$ cat config.mk
export PLATFORM = sky130hd
export DESIGN_NAME = i2c_master_byte_engine
export DESIGN_NICKNAME = d
export VERILOG_FILES = /design/src/design/i2cm_pkg.sv /design/src/design/i2cm_front.sv /design/src/design/i2cm_back.sv /design/src/design/i2c_master_byte_engine.sv
export SDC_FILE = /design/constraint.sdc
export NUM_CORES = 1
export LEC_CHECK = 0
export ABC_AREA = 1
export BUFFER_PORTS_ARGS = -buffer_cell sky130_fd_sc_hd__buf_4
export CORE_MARGIN = 1.5
export CORE_UTILIZATION = 40
export CTS_CLUSTER_SIZE = 12
export DETAILED_ROUTE_END_ITERATION = 10
export GPL_ROUTABILITY_DRIVEN = 0
export GPL_TIMING_DRIVEN = 0
export SYNTH_ARGS = -nofsm -noshare
export SYNTH_HDL_FRONTEND = slang
export SYNTH_HIERARCHICAL = 1
export SYNTH_SLANG_ARGS = --single-unit
$ cat constraint.sdc
create_clock -name i_clk -period 3.1 [get_ports i_clk]
set_input_delay 0.465 -clock i_clk [delete_from_list [all_inputs] [get_ports i_clk]]
set_output_delay 0.465 -clock i_clk [all_outputs]
set_load 0.02 [all_outputs]
$ cat src/design/i2cm_pkg.sv
// ----------------------------------------------------------------------------
// i2cm_pkg
// Shared types and constants for the I2C master byte engine.
// ----------------------------------------------------------------------------
package i2cm_pkg;

    // action codes on the command input
    localparam logic [2:0] ACT_TICK  = 3'd0;
    localparam logic [2:0] ACT_START = 3'd1;
    localparam logic [2:0] ACT_WRITE = 3'd2;
    localparam logic [2:0] ACT_READ  = 3'd3;
    localparam logic [2:0] ACT_STOP  = 3'd4;

    // configuration register map (index is paddr[2])
    localparam logic       REG_HALF_PERIOD = 1'b0;
    localparam logic [7:0] HALF_RESET      = 8'd5;

    // command and result queues
    localparam int QDEPTH = 2;
    localparam int QPTR_W = $clog2(QDEPTH);
    localparam int QCNT_W = $clog2(QDEPTH + 1);

    typedef enum logic [2:0] {
        CMD_NONE,
        CMD_START,
        CMD_WRITE,
        CMD_READ,
        CMD_STOP
    } t_cmd_kind;

    typedef struct packed {
        t_cmd_kind   kind;
        logic [7:0]  tx_byte;
        logic        ack_more;
        logic        scl_sense;
        logic        sda_sense;
    } t_cmd;

    typedef struct packed {
        logic        scl_pull_low;
        logic        sda_pull_low;
        logic        ready_res;
        logic        cmd_done;
        logic        slave_nack;
        logic [7:0]  rx_byte;
    } t_res;

    typedef enum logic [3:0] {
        PH_IDLE,
        PH_ST_D,
        PH_WB_LO,
        PH_WB_HI,
        PH_WA_LO,
        PH_WA_WAIT,
        PH_WA_HI,
        PH_RB_LO,
        PH_RB_HI,
        PH_RB_WAIT,
        PH_RA_LO,
        PH_RA_WAIT,
        PH_RA_HI,
        PH_SP_1,
        PH_SP_2,
        PH_SP_3
    } t_phase;

endpackage

$ cat src/design/i2cm_front.sv
// ----------------------------------------------------------------------------
// i2cm_front
// Accepts ticks, decodes the action code and queues the decoded command.
// ----------------------------------------------------------------------------
module i2cm_front import i2cm_pkg::*; (
    input  logic       i_clk,
    input  logic       i_rst_n,
    input  logic       i_push,
    output logic       o_full,
    input  logic [2:0] i_action,
    input  logic [7:0] i_tx_byte,
    input  logic       i_ack_more,
    input  logic       i_scl_sense,
    input  logic       i_sda_sense,
    input  logic       i_deq,
    output logic       o_cmd_valid,
    output t_cmd       o_cmd
);

    t_cmd_kind            w_kind;
    t_cmd                 w_cmd;
    t_cmd                 r_mem [QDEPTH];
    logic [QPTR_W-1:0]    r_wptr, r_rptr;
    logic [QCNT_W-1:0]    r_count, n_count;
    logic                 w_push_ok, w_deq_ok;

    always_comb begin
        unique case (i_action)
            ACT_START: w_kind = CMD_START;
            ACT_WRITE: w_kind = CMD_WRITE;
            ACT_READ:  w_kind = CMD_READ;
            ACT_STOP:  w_kind = CMD_STOP;
            default:   w_kind = CMD_NONE;   // plain tick and unused codes
        endcase
    end

    assign w_cmd = '{kind: w_kind, tx_byte: i_tx_byte, ack_more: i_ack_more,
                     scl_sense: i_scl_sense, sda_sense: i_sda_sense};

    assign o_full      = (r_count == QCNT_W'(QDEPTH));
    assign o_cmd_valid = (r_count != '0);
    assign o_cmd       = r_mem[r_rptr];
    assign w_push_ok   = i_push && !o_full;
    assign w_deq_ok    = i_deq && o_cmd_valid;

    always_comb begin
        n_count = r_count;
        if (w_push_ok && !w_deq_ok) begin
            n_count = r_count + 1'b1;
        end else if (!w_push_ok && w_deq_ok) begin
            n_count = r_count - 1'b1;
        end
    end

    always_ff @(posedge i_clk) begin
        if (w_push_ok) begin
            r_mem[r_wptr] <= w_cmd;
        end
    end

    always_ff @(posedge i_clk) begin
        if (!i_rst_n) begin
            r_wptr  <= '0;
            r_rptr  <= '0;
            r_count <= '0;
        end else begin
            r_count <= n_count;
            if (w_push_ok) begin
                r_wptr <= r_wptr + 1'b1;
            end
            if (w_deq_ok) begin
                r_rptr <= r_rptr + 1'b1;
            end
        end
    end

endmodule

$ cat src/design/i2cm_back.sv
// ----------------------------------------------------------------------------
// i2cm_back
// Bus sequencer: advances one tick per command and queues the pin/status result.
// ----------------------------------------------------------------------------
module i2cm_back import i2cm_pkg::*; (
    input  logic       i_clk,
    input  logic       i_rst_n,
    input  logic [7:0] i_half_period,
    input  logic       i_cmd_valid,
    input  t_cmd       i_cmd,
    output logic       o_deq,
    output logic       o_empty,
    input  logic       i_pop,
    output t_res       o_res
);

    t_phase            r_phase, n_phase;
    logic [2:0]        r_bit, n_bit;
    logic [7:0]        r_shift, n_shift;
    logic [7:0]        r_delay, n_delay;
    logic              r_more, n_more;
    logic              r_scl, n_scl;
    logic              r_sda, n_sda;
    logic              r_nack, n_nack;
    logic [7:0]        r_rx, n_rx;
    logic              w_done;

    logic [7:0]        w_load, w_dec;
    logic              w_exp, w_rb_take, w_step;

    t_res              w_res;
    t_res              r_rmem [QDEPTH];
    logic [QPTR_W-1:0] r_rwptr, r_rrptr;
    logic [QCNT_W-1:0] r_rcount, n_rcount;
    logic              w_pop_ok;

    assign w_step = i_cmd_valid && (r_rcount != QCNT_W'(QDEPTH));
    assign o_deq  = w_step;

    // a zero half period behaves as one tick
    assign w_load = (i_half_period == 8'd0) ? 8'd1 : i_half_period;
    assign w_exp  = (r_delay <= 8'd1);
    assign w_dec  = r_delay - 8'd1;
    // read bit sample: stretch check begins on the tick the high delay runs out
    assign w_rb_take = i_cmd.scl_sense &&
                       ((r_phase == PH_RB_WAIT) || ((r_phase == PH_RB_HI) && w_exp));

    // next phase
    always_comb begin
        n_phase = r_phase;
        unique case (r_phase)
            PH_IDLE: begin
                case (i_cmd.kind)
                    CMD_START: n_phase = PH_ST_D;
                    CMD_WRITE: n_phase = PH_WB_LO;
                    CMD_READ:  n_phase = PH_RB_LO;
                    CMD_STOP:  n_phase = PH_SP_1;
                    default:   n_phase = PH_IDLE;
                endcase
            end
            PH_ST_D:    if (w_exp) n_phase = PH_WB_LO;
            PH_WB_LO:   if (w_exp) n_phase = PH_WB_HI;
            PH_WB_HI:   if (w_exp) n_phase = (r_bit == 3'd7) ? PH_WA_LO : PH_WB_LO;
            PH_WA_LO:   if (w_exp) n_phase = PH_WA_WAIT;
            PH_WA_WAIT: if (i_cmd.scl_sense) n_phase = PH_WA_HI;
            PH_WA_HI:   if (w_exp) n_phase = PH_IDLE;
            PH_RB_LO:   if (w_exp) n_phase = PH_RB_HI;
            PH_RB_HI, PH_RB_WAIT: begin
                if (w_rb_take) begin
                    n_phase = (r_bit == 3'd7) ? PH_RA_LO : PH_RB_LO;
                end else if (r_phase == PH_RB_WAIT || w_exp) begin
                    n_phase = PH_RB_WAIT;
                end
            end
            PH_RA_LO:   if (w_exp) n_phase = PH_RA_WAIT;
            PH_RA_WAIT: if (i_cmd.scl_sense) n_phase = PH_RA_HI;
            PH_RA_HI:   if (w_exp) n_phase = PH_IDLE;
            PH_SP_1:    if (w_exp) n_phase = PH_SP_2;
            PH_SP_2:    if (w_exp) n_phase = PH_SP_3;
            PH_SP_3:    if (w_exp) n_phase = PH_IDLE;
            default:    n_phase = PH_IDLE;
        endcase
    end

    // datapath and pin drives
    always_comb begin
        n_bit   = r_bit;
        n_shift = r_shift;
        n_delay = r_delay;
        n_more  = r_more;
        n_scl   = r_scl;
        n_sda   = r_sda;
        n_nack  = r_nack;
        n_rx    = r_rx;
        w_done  = 1'b0;
        unique case (r_phase)
            PH_IDLE: begin
                case (i_cmd.kind)
                    CMD_START: begin
                        n_shift = i_cmd.tx_byte;
                        n_bit   = '0;
                        n_sda   = 1'b1;
                        n_delay = w_load;
                    end
                    CMD_WRITE: begin
                        n_shift = i_cmd.tx_byte;
                        n_bit   = '0;
                        n_scl   = 1'b1;
                        n_sda   = ~i_cmd.tx_byte[7];
                        n_delay = w_load;
                    end
                    CMD_READ: begin
                        n_shift = '0;
                        n_bit   = '0;
                        n_more  = i_cmd.ack_more;
                        n_scl   = 1'b1;
                        n_sda   = 1'b0;
                        n_delay = w_load;
                    end
                    CMD_STOP: begin
                        n_scl   = 1'b1;
                        n_sda   = 1'b1;
                        n_delay = w_load;
                    end
                    default: ;
                endcase
            end
            PH_ST_D: begin
                if (w_exp) begin
                    n_scl   = 1'b1;
                    n_sda   = ~r_shift[7];
                    n_delay = w_load;
                end else begin
                    n_delay = w_dec;
                end
            end
            PH_WB_LO, PH_RB_LO, PH_SP_1: begin
                if (w_exp) begin
                    n_scl   = 1'b0;
                    n_delay = w_load;
                end else begin
                    n_delay = w_dec;
                end
            end
            PH_WB_HI: begin
                if (w_exp) begin
                    n_shift = {r_shift[6:0], 1'b0};
                    n_scl   = 1'b1;
                    n_delay = w_load;
                    if (r_bit == 3'd7) begin
                        n_bit = '0;
                        n_sda = 1'b0;
                    end else begin
                        n_bit = r_bit + 3'd1;
                        n_sda = ~r_shift[6];
                    end
                end else begin
                    n_delay = w_dec;
                end
            end
            PH_WA_LO, PH_RA_LO: begin
                // ack slot: release SCL, no reload until SCL reads high
                if (w_exp) begin
                    n_scl = 1'b0;
                end else begin
                    n_delay = w_dec;
                end
            end
            PH_WA_WAIT: begin
                if (i_cmd.scl_sense) begin
                    n_nack  = i_cmd.sda_sense;
                    n_delay = w_load;
                end
            end
            PH_WA_HI, PH_SP_3: begin
                if (w_exp) begin
                    w_done = 1'b1;
                end else begin
                    n_delay = w_dec;
                end
            end
            PH_RB_HI, PH_RB_WAIT: begin
                if (w_rb_take) begin
                    n_shift = {r_shift[6:0], i_cmd.sda_sense};
                    n_scl   = 1'b1;
                    n_delay = w_load;
                    if (r_bit == 3'd7) begin
                        n_bit = '0;
                        n_sda = r_more;
                    end else begin
                        n_bit = r_bit + 3'd1;
                    end
                end else if (r_phase == PH_RB_HI && !w_exp) begin
                    n_delay = w_dec;
                end
            end
            PH_RA_WAIT: begin
                if (i_cmd.scl_sense) begin
                    n_delay = w_load;
                end
            end
            PH_RA_HI: begin
                if (w_exp) begin
                    n_rx   = r_shift;
                    w_done = 1'b1;
                end else begin
                    n_delay = w_dec;
                end
            end
            PH_SP_2: begin
                if (w_exp) begin
                    n_sda   = 1'b0;
                    n_delay = w_load;
                end else begin
                    n_delay = w_dec;
                end
            end
            default: ;
        endcase
    end

    always_ff @(posedge i_clk) begin
        if (!i_rst_n) begin
            r_phase <= PH_IDLE;
            r_bit   <= '0;
            r_shift <= '0;
            r_delay <= '0;
            r_more  <= 1'b0;
            r_scl   <= 1'b0;
            r_sda   <= 1'b0;
            r_nack  <= 1'b0;
            r_rx    <= '0;
        end else if (w_step) begin
            r_phase <= n_phase;
            r_bit   <= n_bit;
            r_shift <= n_shift;
            r_delay <= n_delay;
            r_more  <= n_more;
            r_scl   <= n_scl;
            r_sda   <= n_sda;
            r_nack  <= n_nack;
            r_rx    <= n_rx;
        end
    end

    // result queue
    assign w_res = '{scl_pull_low: n_scl, sda_pull_low: n_sda,
                     ready_res: (n_phase == PH_IDLE), cmd_done: w_done,
                     slave_nack: n_nack, rx_byte: n_rx};

    assign o_empty  = (r_rcount == '0);
    assign o_res    = r_rmem[r_rrptr];
    assign w_pop_ok = i_pop && !o_empty;

    always_comb begin
        n_rcount = r_rcount;
        if (w_step && !w_pop_ok) begin
            n_rcount = r_rcount + 1'b1;
        end else if (!w_step && w_pop_ok) begin
            n_rcount = r_rcount - 1'b1;
        end
    end

    always_ff @(posedge i_clk) begin
        if (w_step) begin
            r_rmem[r_rwptr] <= w_res;
        end
    end

    always_ff @(posedge i_clk) begin
        if (!i_rst_n) begin
            r_rwptr  <= '0;
            r_rrptr  <= '0;
            r_rcount <= '0;
        end else begin
            r_rcount <= n_rcount;
            if (w_step) begin
                r_rwptr <= r_rwptr + 1'b1;
            end
            if (w_pop_ok) begin
                r_rrptr <= r_rrptr + 1'b1;
            end
        end
    end

endmodule

$ cat src/design/i2c_master_byte_engine.sv
// ----------------------------------------------------------------------------
// i2c_master_byte_engine
// Open-drain I2C master advanced one tick per input transfer.
// ----------------------------------------------------------------------------
// Each input transfer is one bus tick carrying the sampled SCL/SDA levels and
// an optional command; each gives exactly one result transfer with pin drives
// and status. A tick is taken every clock while both queues flow: the front
// decodes into a two-entry command queue, the sequencer retires one command
// per clock into a two-entry result queue; a tick is registered in the command
// queue, then its result in the result queue, ready to pop. The half-period
// register (byte address 0) is for the user to write over the APB port only while the
// engine is idle (the block does not enforce this); no clearing pass follows reset.
module i2c_master_byte_engine import i2cm_pkg::*; (
    input  logic        i_clk,
    input  logic        i_rst_n,
    // tick input
    input  logic        push,
    output logic        full,
    input  logic [2:0]  i_action,
    input  logic [7:0]  i_tx_byte,
    input  logic        i_ack_more,
    input  logic        i_scl_sense,
    input  logic        i_sda_sense,
    // result output
    output logic        empty,
    input  logic        pop,
    output logic        o_scl_pull_low,
    output logic        o_sda_pull_low,
    output logic        o_ready_res,
    output logic        o_cmd_done,
    output logic        o_slave_nack,
    output logic [7:0]  o_rx_byte,
    // configuration
    input  logic        psel,
    input  logic        penable,
    input  logic        pwrite,
    input  logic [2:0]  paddr,
    input  logic [31:0] pwdata,
    output logic [31:0] prdata,
    output logic        pready
);

    logic       w_half_sel;
    logic [7:0] r_half_period;
    logic       w_cmd_valid, w_deq, w_cfg_wr;
    t_cmd       w_cmd;
    t_res       w_res;

    assign pready     = 1'b1;
    assign w_cfg_wr   = psel && penable && pwrite && pready && (paddr[2] == REG_HALF_PERIOD);
    assign w_half_sel = (paddr[2] == REG_HALF_PERIOD);
    assign prdata     = w_half_sel ? {24'd0, r_half_period} : 32'd0;

    always_ff @(posedge i_clk) begin
        if (!i_rst_n) begin
            r_half_period <= HALF_RESET;
        end else if (w_cfg_wr) begin
            r_half_period <= pwdata[7:0];
        end
    end

    i2cm_front u_front (
        .i_clk       (i_clk),
        .i_rst_n     (i_rst_n),
        .i_push      (push),
        .o_full      (full),
        .i_action    (i_action),
        .i_tx_byte   (i_tx_byte),
        .i_ack_more  (i_ack_more),
        .i_scl_sense (i_scl_sense),
        .i_sda_sense (i_sda_sense),
        .i_deq       (w_deq),
        .o_cmd_valid (w_cmd_valid),
        .o_cmd       (w_cmd)
    );

    i2cm_back u_back (
        .i_clk         (i_clk),
        .i_rst_n       (i_rst_n),
        .i_half_period (r_half_period),
        .i_cmd_valid   (w_cmd_valid),
        .i_cmd         (w_cmd),
        .o_deq         (w_deq),
        .o_empty       (empty),
        .i_pop         (pop),
        .o_res         (w_res)
    );

    assign o_scl_pull_low = w_res.scl_pull_low;
    assign o_sda_pull_low = w_res.sda_pull_low;
    assign o_ready_res    = w_res.ready_res;
    assign o_cmd_done     = w_res.cmd_done;
    assign o_slave_nack   = w_res.slave_nack;
    assign o_rx_byte      = w_res.rx_byte;

endmodule

==> results of run 1 <==
[how the worst min path moves through the flow]
stage,startpoint,endpoint,slack (ps)
floorplan,r_half_period[0],r_half_period[0],440
global placement,u_back/r_shift[7],u_back/r_shift[7],470
detailed placement,u_back/r_shift[7],u_back/r_shift[7],480
CTS,i_scl_sense,u_front/r_mem[1][1],280
global route,i_tx_byte[7],u_front/r_mem[0][10],280
finish,i_tx_byte[7],u_front/r_mem[1][10],290
[critical path: stages (launching register included)]
cell      delay (ps)
dfxtp_1          440
inv_2             80
nand2_1           80
a21boi_1         210
buf_2            320
inv_2            170
clkbuf_1         240
nor2_1           880
[cell usage in the layout (no fill, tap or decap), types with 2 or more instances in the layout]
cell and count:
inv_1 88, inv_2 13, edfxtp_1 54, conb_1 25
buf_4 76, clkinv_1 3, mux2_2 27, a21oi_1 33
nor3_1 4, nand3_1 47, ha_1 6, nand4_1 14
clkbuf_16 10, buf_1 2, dfxtp_1 53, nand2_4 2
o21ai_0 36, o21ai_1 15, nand3b_1 2, xor2_1 5
nor2_2 9, inv_8 2, buf_2 6, clkbuf_1 5
nand2_1 129, nor2_1 113, nand2_2 5, nor2_4 3
buf_6 4
[timing repair]
item / in CTS / in global routing
endpoints found under the setup margin: 0 / 13
resized for setup: 0 / 1
buffers inserted: 0 / 0
hold buffers: 0 / 0
[logic make-up after synthesis]
| family | share of synthesized area [%] |
|---|---|
| AND/OR/NAND/NOR | 25.4 |
| AO/OA/AOI/OAI | 8.51 |
| multiplexers | 5.29 |
| buffers and inverters | 11.8 |
| XOR/XNOR | 0.914 |
| adder cells (fa/ha/maj) | 1.31 |
| other | 0.131 |
| flip-flops | 46.7 |
[routing by layer]
metal  track usage, %  wire length (um)  vias to the layer above
met5                0                 0                        -
met4             6.47               227                        0
met3             3.44               837                       20
met2             28.0              5820                      161
met1             24.5              5910                     2139
li1                 -                 -                     2456
[registers in the layout (all words and copies together), names as in the netlist, 2 cells and up, named ones only]
register,cells
u_back/r_bit,3
u_front/r_count,2
u_back/r_rcount,2
u_back/r_rmem,26
r_half_period,8
u_back/r_delay,8
u_back/r_phase,4
u_back/r_rx,8
u_front/r_mem,28
u_back/r_shift,8
[power by group through the flow]
stage / clock network [uW] / logic, uW / registers [uW]
4_1_cts: 1170 / 3740 / 2260
5_1_grt: 1220 / 4250 / 2310
3_5_place_dp: 0 / 3720 / 2290
6_report: 1140 / 3780 / 2260
2_1_floorplan: 0 / 2820 / 2220
3_3_place_gp: 0 / 3660 / 2270
[metrics by stage]
| stage | area, um^2 | power [uW] | hold slack (ps) | setup slack [ps] |
|---|---|---|---|---|
| floorplan | 5830 | 5040 | 445 | 930 |
| global placement | 6440 | 5930 | 472 | 242 |
| detailed placement | 6440 | 6010 | 480 | 205 |
| CTS | 6740 | 7160 | 282 | 190 |
| global route | 6740 | 7780 | 282 | 14.6 |
| finish | 6740 | 7170 | 294 | 289 |
[cell type report]
type | count | area, um^2
clock inverters | 5 | 42.5
clock buffers | 11 | 254
fillers | 1347 | 7190
multi-input cells | 490 | 2480
flip-flops and latches | 107 | 2680
plain buffers | 41 | 285
inverters | 104 | 392
repair buffers | 51 | 383
well taps | 180 | 225
==> results by stage, run 1 <==
Status:
- The run finished with clean final reports.

Timing:
- The post-route setup TNS is 0 ps.
- In this run the tightest slew margin relative to its limit is 16.9%.
- Across the routed clock network, the largest skew measured is 10.2 ps.
- The final max-slew violation count is 0.
- The final period demand of the worst path is 2810 ps.
- The number of hold-slack violations in the final timing report is 0.
- The transition time at the pin with the least slew margin is 1240 ps.
- Static timing analysis puts the maximum clock frequency at 0.356 GHz.
- The final number of setup-violating endpoints is 0.
- Setup repair after global routing left no endpoint under its margin.
- The post-route fraction of the period consumed by the critical path is 90.7%.

Drt:
- The mean routed wirelength per cell is 12.9 um.
- The per-cell via count in the routed design is 4.83.
- The via count is 4776.
- After detailed routing, the number of remaining DRC violations is 0.
- In this run the remaining antenna-violating nets after routing total 0.
- The wire length after detailed routing is 12800 um.
- The detailed router finished its first iteration with 324 violations.
- Before antenna repair, the detailed router went through 5 iterations.

Die:
- The initial utilization of the core area, before any placement, comes to 41.2%.
- Measured along the y axis, the die boundary spans 123 um.
- The number of cell rows is 43.
- The width of the chip is 123 um.
- The core region is 0.0139 mm^2.
- The total die area is 0.0151 mm^2.
- The number of primary I/O pins is 104.

Cells and area:
- The final net count is 866.
- The layout-stage area growth over the synthesis result is 17.3%.
- The count of antenna diodes in the layout is 0.
- The fraction of final layout cells sized beyond drive strength 1 is 20.4%.
- The number of non-filler instances in the completed layout is 989.
- The final core utilization is 48.4%.

Placed design:
- The number of buffer cells added on primary ports is 51.
- Once detailed placement completed, the half-perimeter wirelength came to 9620 um.
- After detailed placement, the design holds a cell count of 973.

Synth:
- Sorting the synthesized cells by how often they occur yields nand2_1, nor2_1, inv_1.
- The synthesized design devotes to its leading area cell type 28.2% of total area.
- After synthesis, the share of flip-flops with an asynchronous set or reset is 0%.
- The count of flip-flops with a built-in enable after synthesis is 54.
- The count of mapped cells out of synthesis is 719.
- The number of different library cells used by synthesis comes to 43.
- The top cell type by total area after synthesis is edfxtp_1.
- By area the synthesized netlist is led by edfxtp_1, dfxtp_1, nand2_1.
- The most instantiated flip-flop cell in the synthesis netlist is edfxtp_1.
- The Yosys step of the flow raised 6 warnings.
- The most repeated cell in the gate-level netlist after synthesis is nand2_1.
- The number of flip-flops and latches in the synthesized netlist is 107.
- Summing the sequential cell areas from Yosys gives 46.7% of the chip area.
- The mean cell area of the mapped netlist is 7.99 um^2.
- The post-synthesis instance area is 0.00575 mm^2.

CTS:
- The insertion delay of the later-clocked pin in the worst-skew pair is 350 ps.
- The clock tree synthesis step divided the H-tree into 3 levels.
- Clock-pin slew was measured on the worst setup and hold paths at 70 ps.
- The longest clock path from root to sink contains 2 buffers.
- The clock tree root buffer cell is clkbuf_16.
- The number of buffers created by CTS is 9.
- The clock tree from TritonCTS is yes.
- The CTS sink count is 107.

Setup path:
- The worst reg2reg path startpoint is u_front/r_count[0].
- The critical setup path kind is reg2reg.
- The launching instance or port of the critical path is u_front/r_count[0].
- Setup slack on the worst reg-to-reg path comes out at 290 ps.
- The destination of the critical timing path is u_back/r_rmem[0][9].
- The required arrival time at the worst endpoint is 3070 ps.
- The number of cells on the worst reg-to-reg path is 7.
- The end of the worst register-to-register path is u_back/r_rmem[0][9].
- The type of element capturing the critical path is a register.
- Of all nets on the critical path, the largest fanout is 13.
- The signal arrival time at the worst endpoint is 2780 ps.
- The startpoint class of the critical path is a register.

Power:
- Power spread over the standard cell area amounts to 1060 mW/mm^2.
- The share of total power dissipated in the clock network is 15.8%.
- Summed over all nets, the switching power comes to 3230 uW.
- The switching share of power is 45.1%.
- The highest ir drop seen on vdd is 0.429 mV.
- For this design the static power due to leakage is 0.00315 uW.
- The part of the total power dissipated in sequential elements is 31.5%.
- The combinational share of power is 52.7%.
- The internal power summed over all cells is 3940 uW.

Run:
- The tool flagged a number of max-cap violations equal to 0.

Min path:
- The number of cells traversed by the worst hold path is 1.
- The class of the tightest hold or removal check is in2reg.

GRT:
- Global routing finished with a remaining overflow of 0.
- The via count of the first global-routing pass is 4444.
- The number of antenna violations at the first check in global routing is 0.
- The wire length of the first global-routing pass is 21200 um.
- Entering global routing, the biggest net connects 19 pins.
- Global routing used 17.9% of the available tracks across all layers.
Power figures use the tool's default switching activity.
==> inputs of run 2 (changes only) <==
--- a/config.mk
+++ b/config.mk
@@ -5,7 +5,6 @@
 export SDC_FILE = /design/constraint.sdc
 export NUM_CORES = 1
 export LEC_CHECK = 0
-export ABC_AREA = 1
 export BUFFER_PORTS_ARGS = -buffer_cell sky130_fd_sc_hd__buf_4
 export CORE_MARGIN = 1.5
 export CORE_UTILIZATION = 40
==> run 2 against run 1 <==
Compared with the run above:
- sequential cell count stayed put
- sequential power is 9.7% lower
- die area is 2.2% lower
- first-iteration DRC count is 17% lower
- worst hold slack worse by 0.86 ps
- fmax is 2.5% lower
- sequential share of layout area is 0.63 points higher
- critical endpoint is now u_back/r_rmem[0][10]
- via count is 12% lower
- clock skew is 2.5 ps lower
- largest cell class unchanged
- wire length is 5.5% lower
- highest routed layer unchanged
- global-route usage is 1.0 points lower
==> results by stage, run 2 <==
Die:
- The vertical extent of the die came to 121 um (-1.1%).
- The number of primary I/O pins is 104 (unchanged).
- The standard cell core area is 0.0138 mm^2 (-1.2%).
- The total die area is 0.0148 mm^2 (-2.2%).
- The number of cell rows is 43 (unchanged).
- The width of the chip is 121 um (-1.1%).
- The starting density of the core came to 40.8% (-0.48 points).

Synth:
- The number of flip-flops and latches in the synthesized netlist is 107 (unchanged).
- The post-synthesis cell type count came to 68 (+58%).
- The post-synthesis instance area is 0.00561 mm^2 (-2.3%).
- Ranked by instance count, the synthesized netlist is headed by edfxtp_1, dfxtp_1, nand2_1.
- By area the synthesized netlist is led by edfxtp_1, dfxtp_1, mux2i_1.
- The arithmetic-cell share of the synthesized area counting full adders, half adders and majority gates is 1.34% (+0.031 points).
- The share of the synthesized netlist area taken by xor and xnor gates was 1.56% (+0.65 points).
- By area, the combinational part of the netlist is dominated by simple AND/OR/NAND/NOR gates.
- The top cell type by total area after synthesis is edfxtp_1.
- The most instantiated flip-flop cell in the synthesis netlist is edfxtp_1.
- The count of flip-flops with a built-in enable after synthesis is 54 (unchanged).
- The fraction of synthesized area in multiplexers is 13.3% (+8.0 points).
- The count of mapped cells out of synthesis is 544 (-24%).
- The count of synthesis-stage warnings from yosys is 6 (unchanged).
- The share of the synthesized area in the top cell type was 28.9% (+0.67 points).
- The area fraction in compound gates after synthesis is 9.94% (+1.4 points).
- The basic-gate share of the synthesized area counting and, or, nand and nor cells is 19.5% (-5.9 points).
- Yosys instantiated no cell more often than edfxtp_1.
- The mean cell area of the mapped netlist is 10.3 um^2 (+29%).
- The async set-reset flop share out of synthesis was 0% (unchanged).
- The sequential element share of the synthesized area is 47.8% (+1.1 points).

Drt:
- The number of routed nets with antenna violations is 0 (unchanged).
- The remaining routing DRC violations came to 0 (unchanged).
- The per-cell via count in the routed design is 5.14 (+6.5%).
- The wire length after detailed routing is 12100 um (-5.5%).
- The via count was 4191 (-12%).
- The count of TritonRoute iterations in the first routing pass is 5 (unchanged).
- The number of DRC markers in iteration 0 was 269 (-17%).
- The mean routed wirelength per cell is 14.8 um (+15%).

Setup path:
- The critical setup path kind is reg2reg.
- The worst reg-to-reg setup slack is 220 ps (-70 ps).
- The highest-delay cell along the critical path is or3b_1.
- The worst-path maximum fanout is 10 (-3).
- The number of cells on the worst reg-to-reg path is 9 (+2).
- The type of element capturing the critical path is a register.
- The required arrival time at the worst endpoint is 3200 ps (+130 ps).
- The critical path buffer and inverter count is 2 (-2).
- The biggest cell delay along the critical path was 470 ps (-410 ps).
- The signal arrival time at the worst endpoint is 2980 ps (+200 ps).
- The end of the worst register-to-register path is u_back/r_rmem[0][10].
- The worst setup path is launched from a register.
- The family with the most delay on the worst path is compound AO/OA/AOI/OAI gates.
- The critical path goes through clkbuf_4, mux2_2, clkbuf_1, or3b_1, o41ai_1, a31oi_1, a221oi_1, a21oi_1, and4b_1.
- The logic depth of the worst path, buffers included is 9 (+2).

CTS:
- The CTS sink count is 107 (unchanged).
- The maximum level of the CTS H-tree is 3 (unchanged).
- The insertion delay of the later-clocked pin in the worst-skew pair was 350 ps (about the same).
- The number of hold buffers added after CTS was 0 (unchanged).
- The clock tree root buffer cell is clkbuf_16.
- The number of buffers created by CTS is 9 (unchanged).
- TritonCTS built the clock tree.
- The maximum root-to-sink buffer count came to 2 (unchanged).
- The clock slew at the register clock pins of the worst setup and hold paths came to 70 ps (about the same).

Cells and area:
- The largest registers in the layout are u_front/r_mem x28, u_back/r_rmem x26.
- The register bank with the most flops is u_front/r_mem.
- The layout-stage area growth over the synthesis result is 18.2%.
- The number of filler cells placed in the layout is 1295 (-3.9%).
- The number of flip-flops in the largest register is 28 (unchanged).
- The fraction of final layout cells sized beyond drive strength 1 is 23.9% (+3.5 points).
- The final net count came to 692 (-20%).
- Leaving out fill and tap cells, the most frequent cell in the layout is buf_4.
- The number of non-filler instances in the completed layout is 815 (-18%).
- The top cell types in the final layout, fill and taps aside, are buf_4, edfxtp_1, dfxtp_1.
- The count of antenna diodes in the layout came to 0 (unchanged).

Timing:
- The final max-slew violation count came to 0 (unchanged).
- The post-route setup TNS is 0 ps (unchanged).
- The clock skew after layout is 7.66 ps (-2.50 ps).
- The final number of setup-violating endpoints was 0 (unchanged).
- The post-route fraction of the period consumed by the critical path is 93.0% (+2.3 points).
- Setup repair after global routing left no endpoint under its margin.
- The maximum operating frequency is 0.347 GHz (-2.5%).
- The max-slew headroom at the worst pin was 21.0% (+4.1 points).
- The transition time at the pin with the least slew margin is 1180 ps (-63.9 ps).
- The number of hold-slack violations in the final timing report is 0 (unchanged).
- The final period demand of the worst path is 2880 ps (+72.3 ps).

GRT:
- The via count of the first global-routing pass is 3902 (-12%).
- The wire length of the first global-routing pass came to 19300 um (-8.8%).
- The overall fraction of global-route tracks in use was 16.9% (-1.0 points).
- The number of antenna violations at the first check in global routing is 0 (unchanged).
- The largest net degree at the start of global routing came to 19 (unchanged).
- The total overflow reported by the global router was 0 (unchanged).

Min path:
- The number of cells traversed by the worst hold path is 1 (unchanged).
- The path with the worst hold slack has its endpoint at u_front/r_mem[1][10].
- The startpoint of the most critical hold path is i_tx_byte[7].
- The class of the tightest hold or removal check is in2reg.

Power:
- The power per unit of standard cell area is 926 mW/mm^2 (-13%).
- The leakage dissipation came to 0.00264 uW (-16%).
- The highest ir drop seen on vdd was 0.552 mV (+29%).

Status:
- The run finished with clean final reports.

Placed design:
- The number of buffer cells added on primary ports is 52 (+2.0%).
- The count of placed standard cells including taps is 799 (-18%).
- The placed wire-length estimate is 8780 um (-8.7%).

Run:
- The number of max-capacitance violations reported was 0 (unchanged).
## run 2: cell types whose count changed in the layout (fill, tap and decap cells not counted), moves of 9 or more
cell	previous run	this run
nor2_1	113	28
inv_1	88	6
nand2_1	129	49
nand3_1	47	8
mux2i_1	0	34
nor2b_1	0	29
o21ai_0	36	21
clkbuf_1	5	17
a21oi_1	33	22
nand4_1	14	3
and2_1	0	10
nor2_2	9	0
## run 2: routing by layer
metal / global-route usage, % / share of wire [%] / vias to the layer above
met4: 6.91 / 1.4 / 0
li1: - / - / 2082
met2: 26.6 / 46 / 160
met5: 0 / 0 / -
met1: 22.4 / 46 / 1937
met3: 3.71 / 6.4 / 12
## run 2: layout make-up
class	instances	area [um^2]	share of cell area (%)
Sequential cell	107	2680	40.4
Clock inverter	6	87.6	1.32
Multi-Input combinational cell	396	2650	40.0
Clock buffer	10	229	3.45
Buffer	53	325	4.90
Inverter	11	41.3	0.622
Tap cell	180	225	3.39
Timing Repair Buffer	52	390	5.88
## run 2: logic make-up (layout without fill, tap and decap cells)
group / after synthesis / count (layout)
buf+inv: 64 / 132
fa+ha+maj: 6 / 6
compound gates: 90 / 90
xor+xnor: 10 / 10
other cells: 2 / 25
simple gates: 195 / 195
flops: 107 / 107
mux: 70 / 70
## run 2: what timing repair did
action                                  CTS  global route
resized for setup                         0             1
endpoints found under the setup margin    0             2
buffers inserted                          0             0
## run 2: worst max path at each step
stage,startpoint,endpoint,slack [ps]
final,register,u_back/r_rmem[0][10],220
after floorplan,register,u_back/r_rmem[0][10],650
after detailed placement,register,u_back/r_rmem[1][10],220
after global placement,register,u_back/r_rmem[1][10],240
after CTS,register,u_back/r_rmem[0][10],200
after global routing,u_back/r_rcount[1],u_front/r_count[1],30
## run 2: report_power, final
group          internal, uW  leakage, uW  switching, uW  total [uW]
logic                  1170      0.00155           1710        2880
registers              1870     0.000942            176        2040
clock network           708     0.000147            513        1220
## run 2: per-stage QoR
step                      worst slack [ps]  util (%)  cell area [um^2]  hold slack [ps]  total power, uW
after floorplan                        649         -              5700              435             4150
after global placement                 237      45.9              6320              446             4860
after detailed placement               221      45.9              6320              472             4910
after CTS                              200      48.2              6630              281             6150
after global routing                  26.0      48.2              6640              287             6540
final                                  217      48.2              6640              293             6140
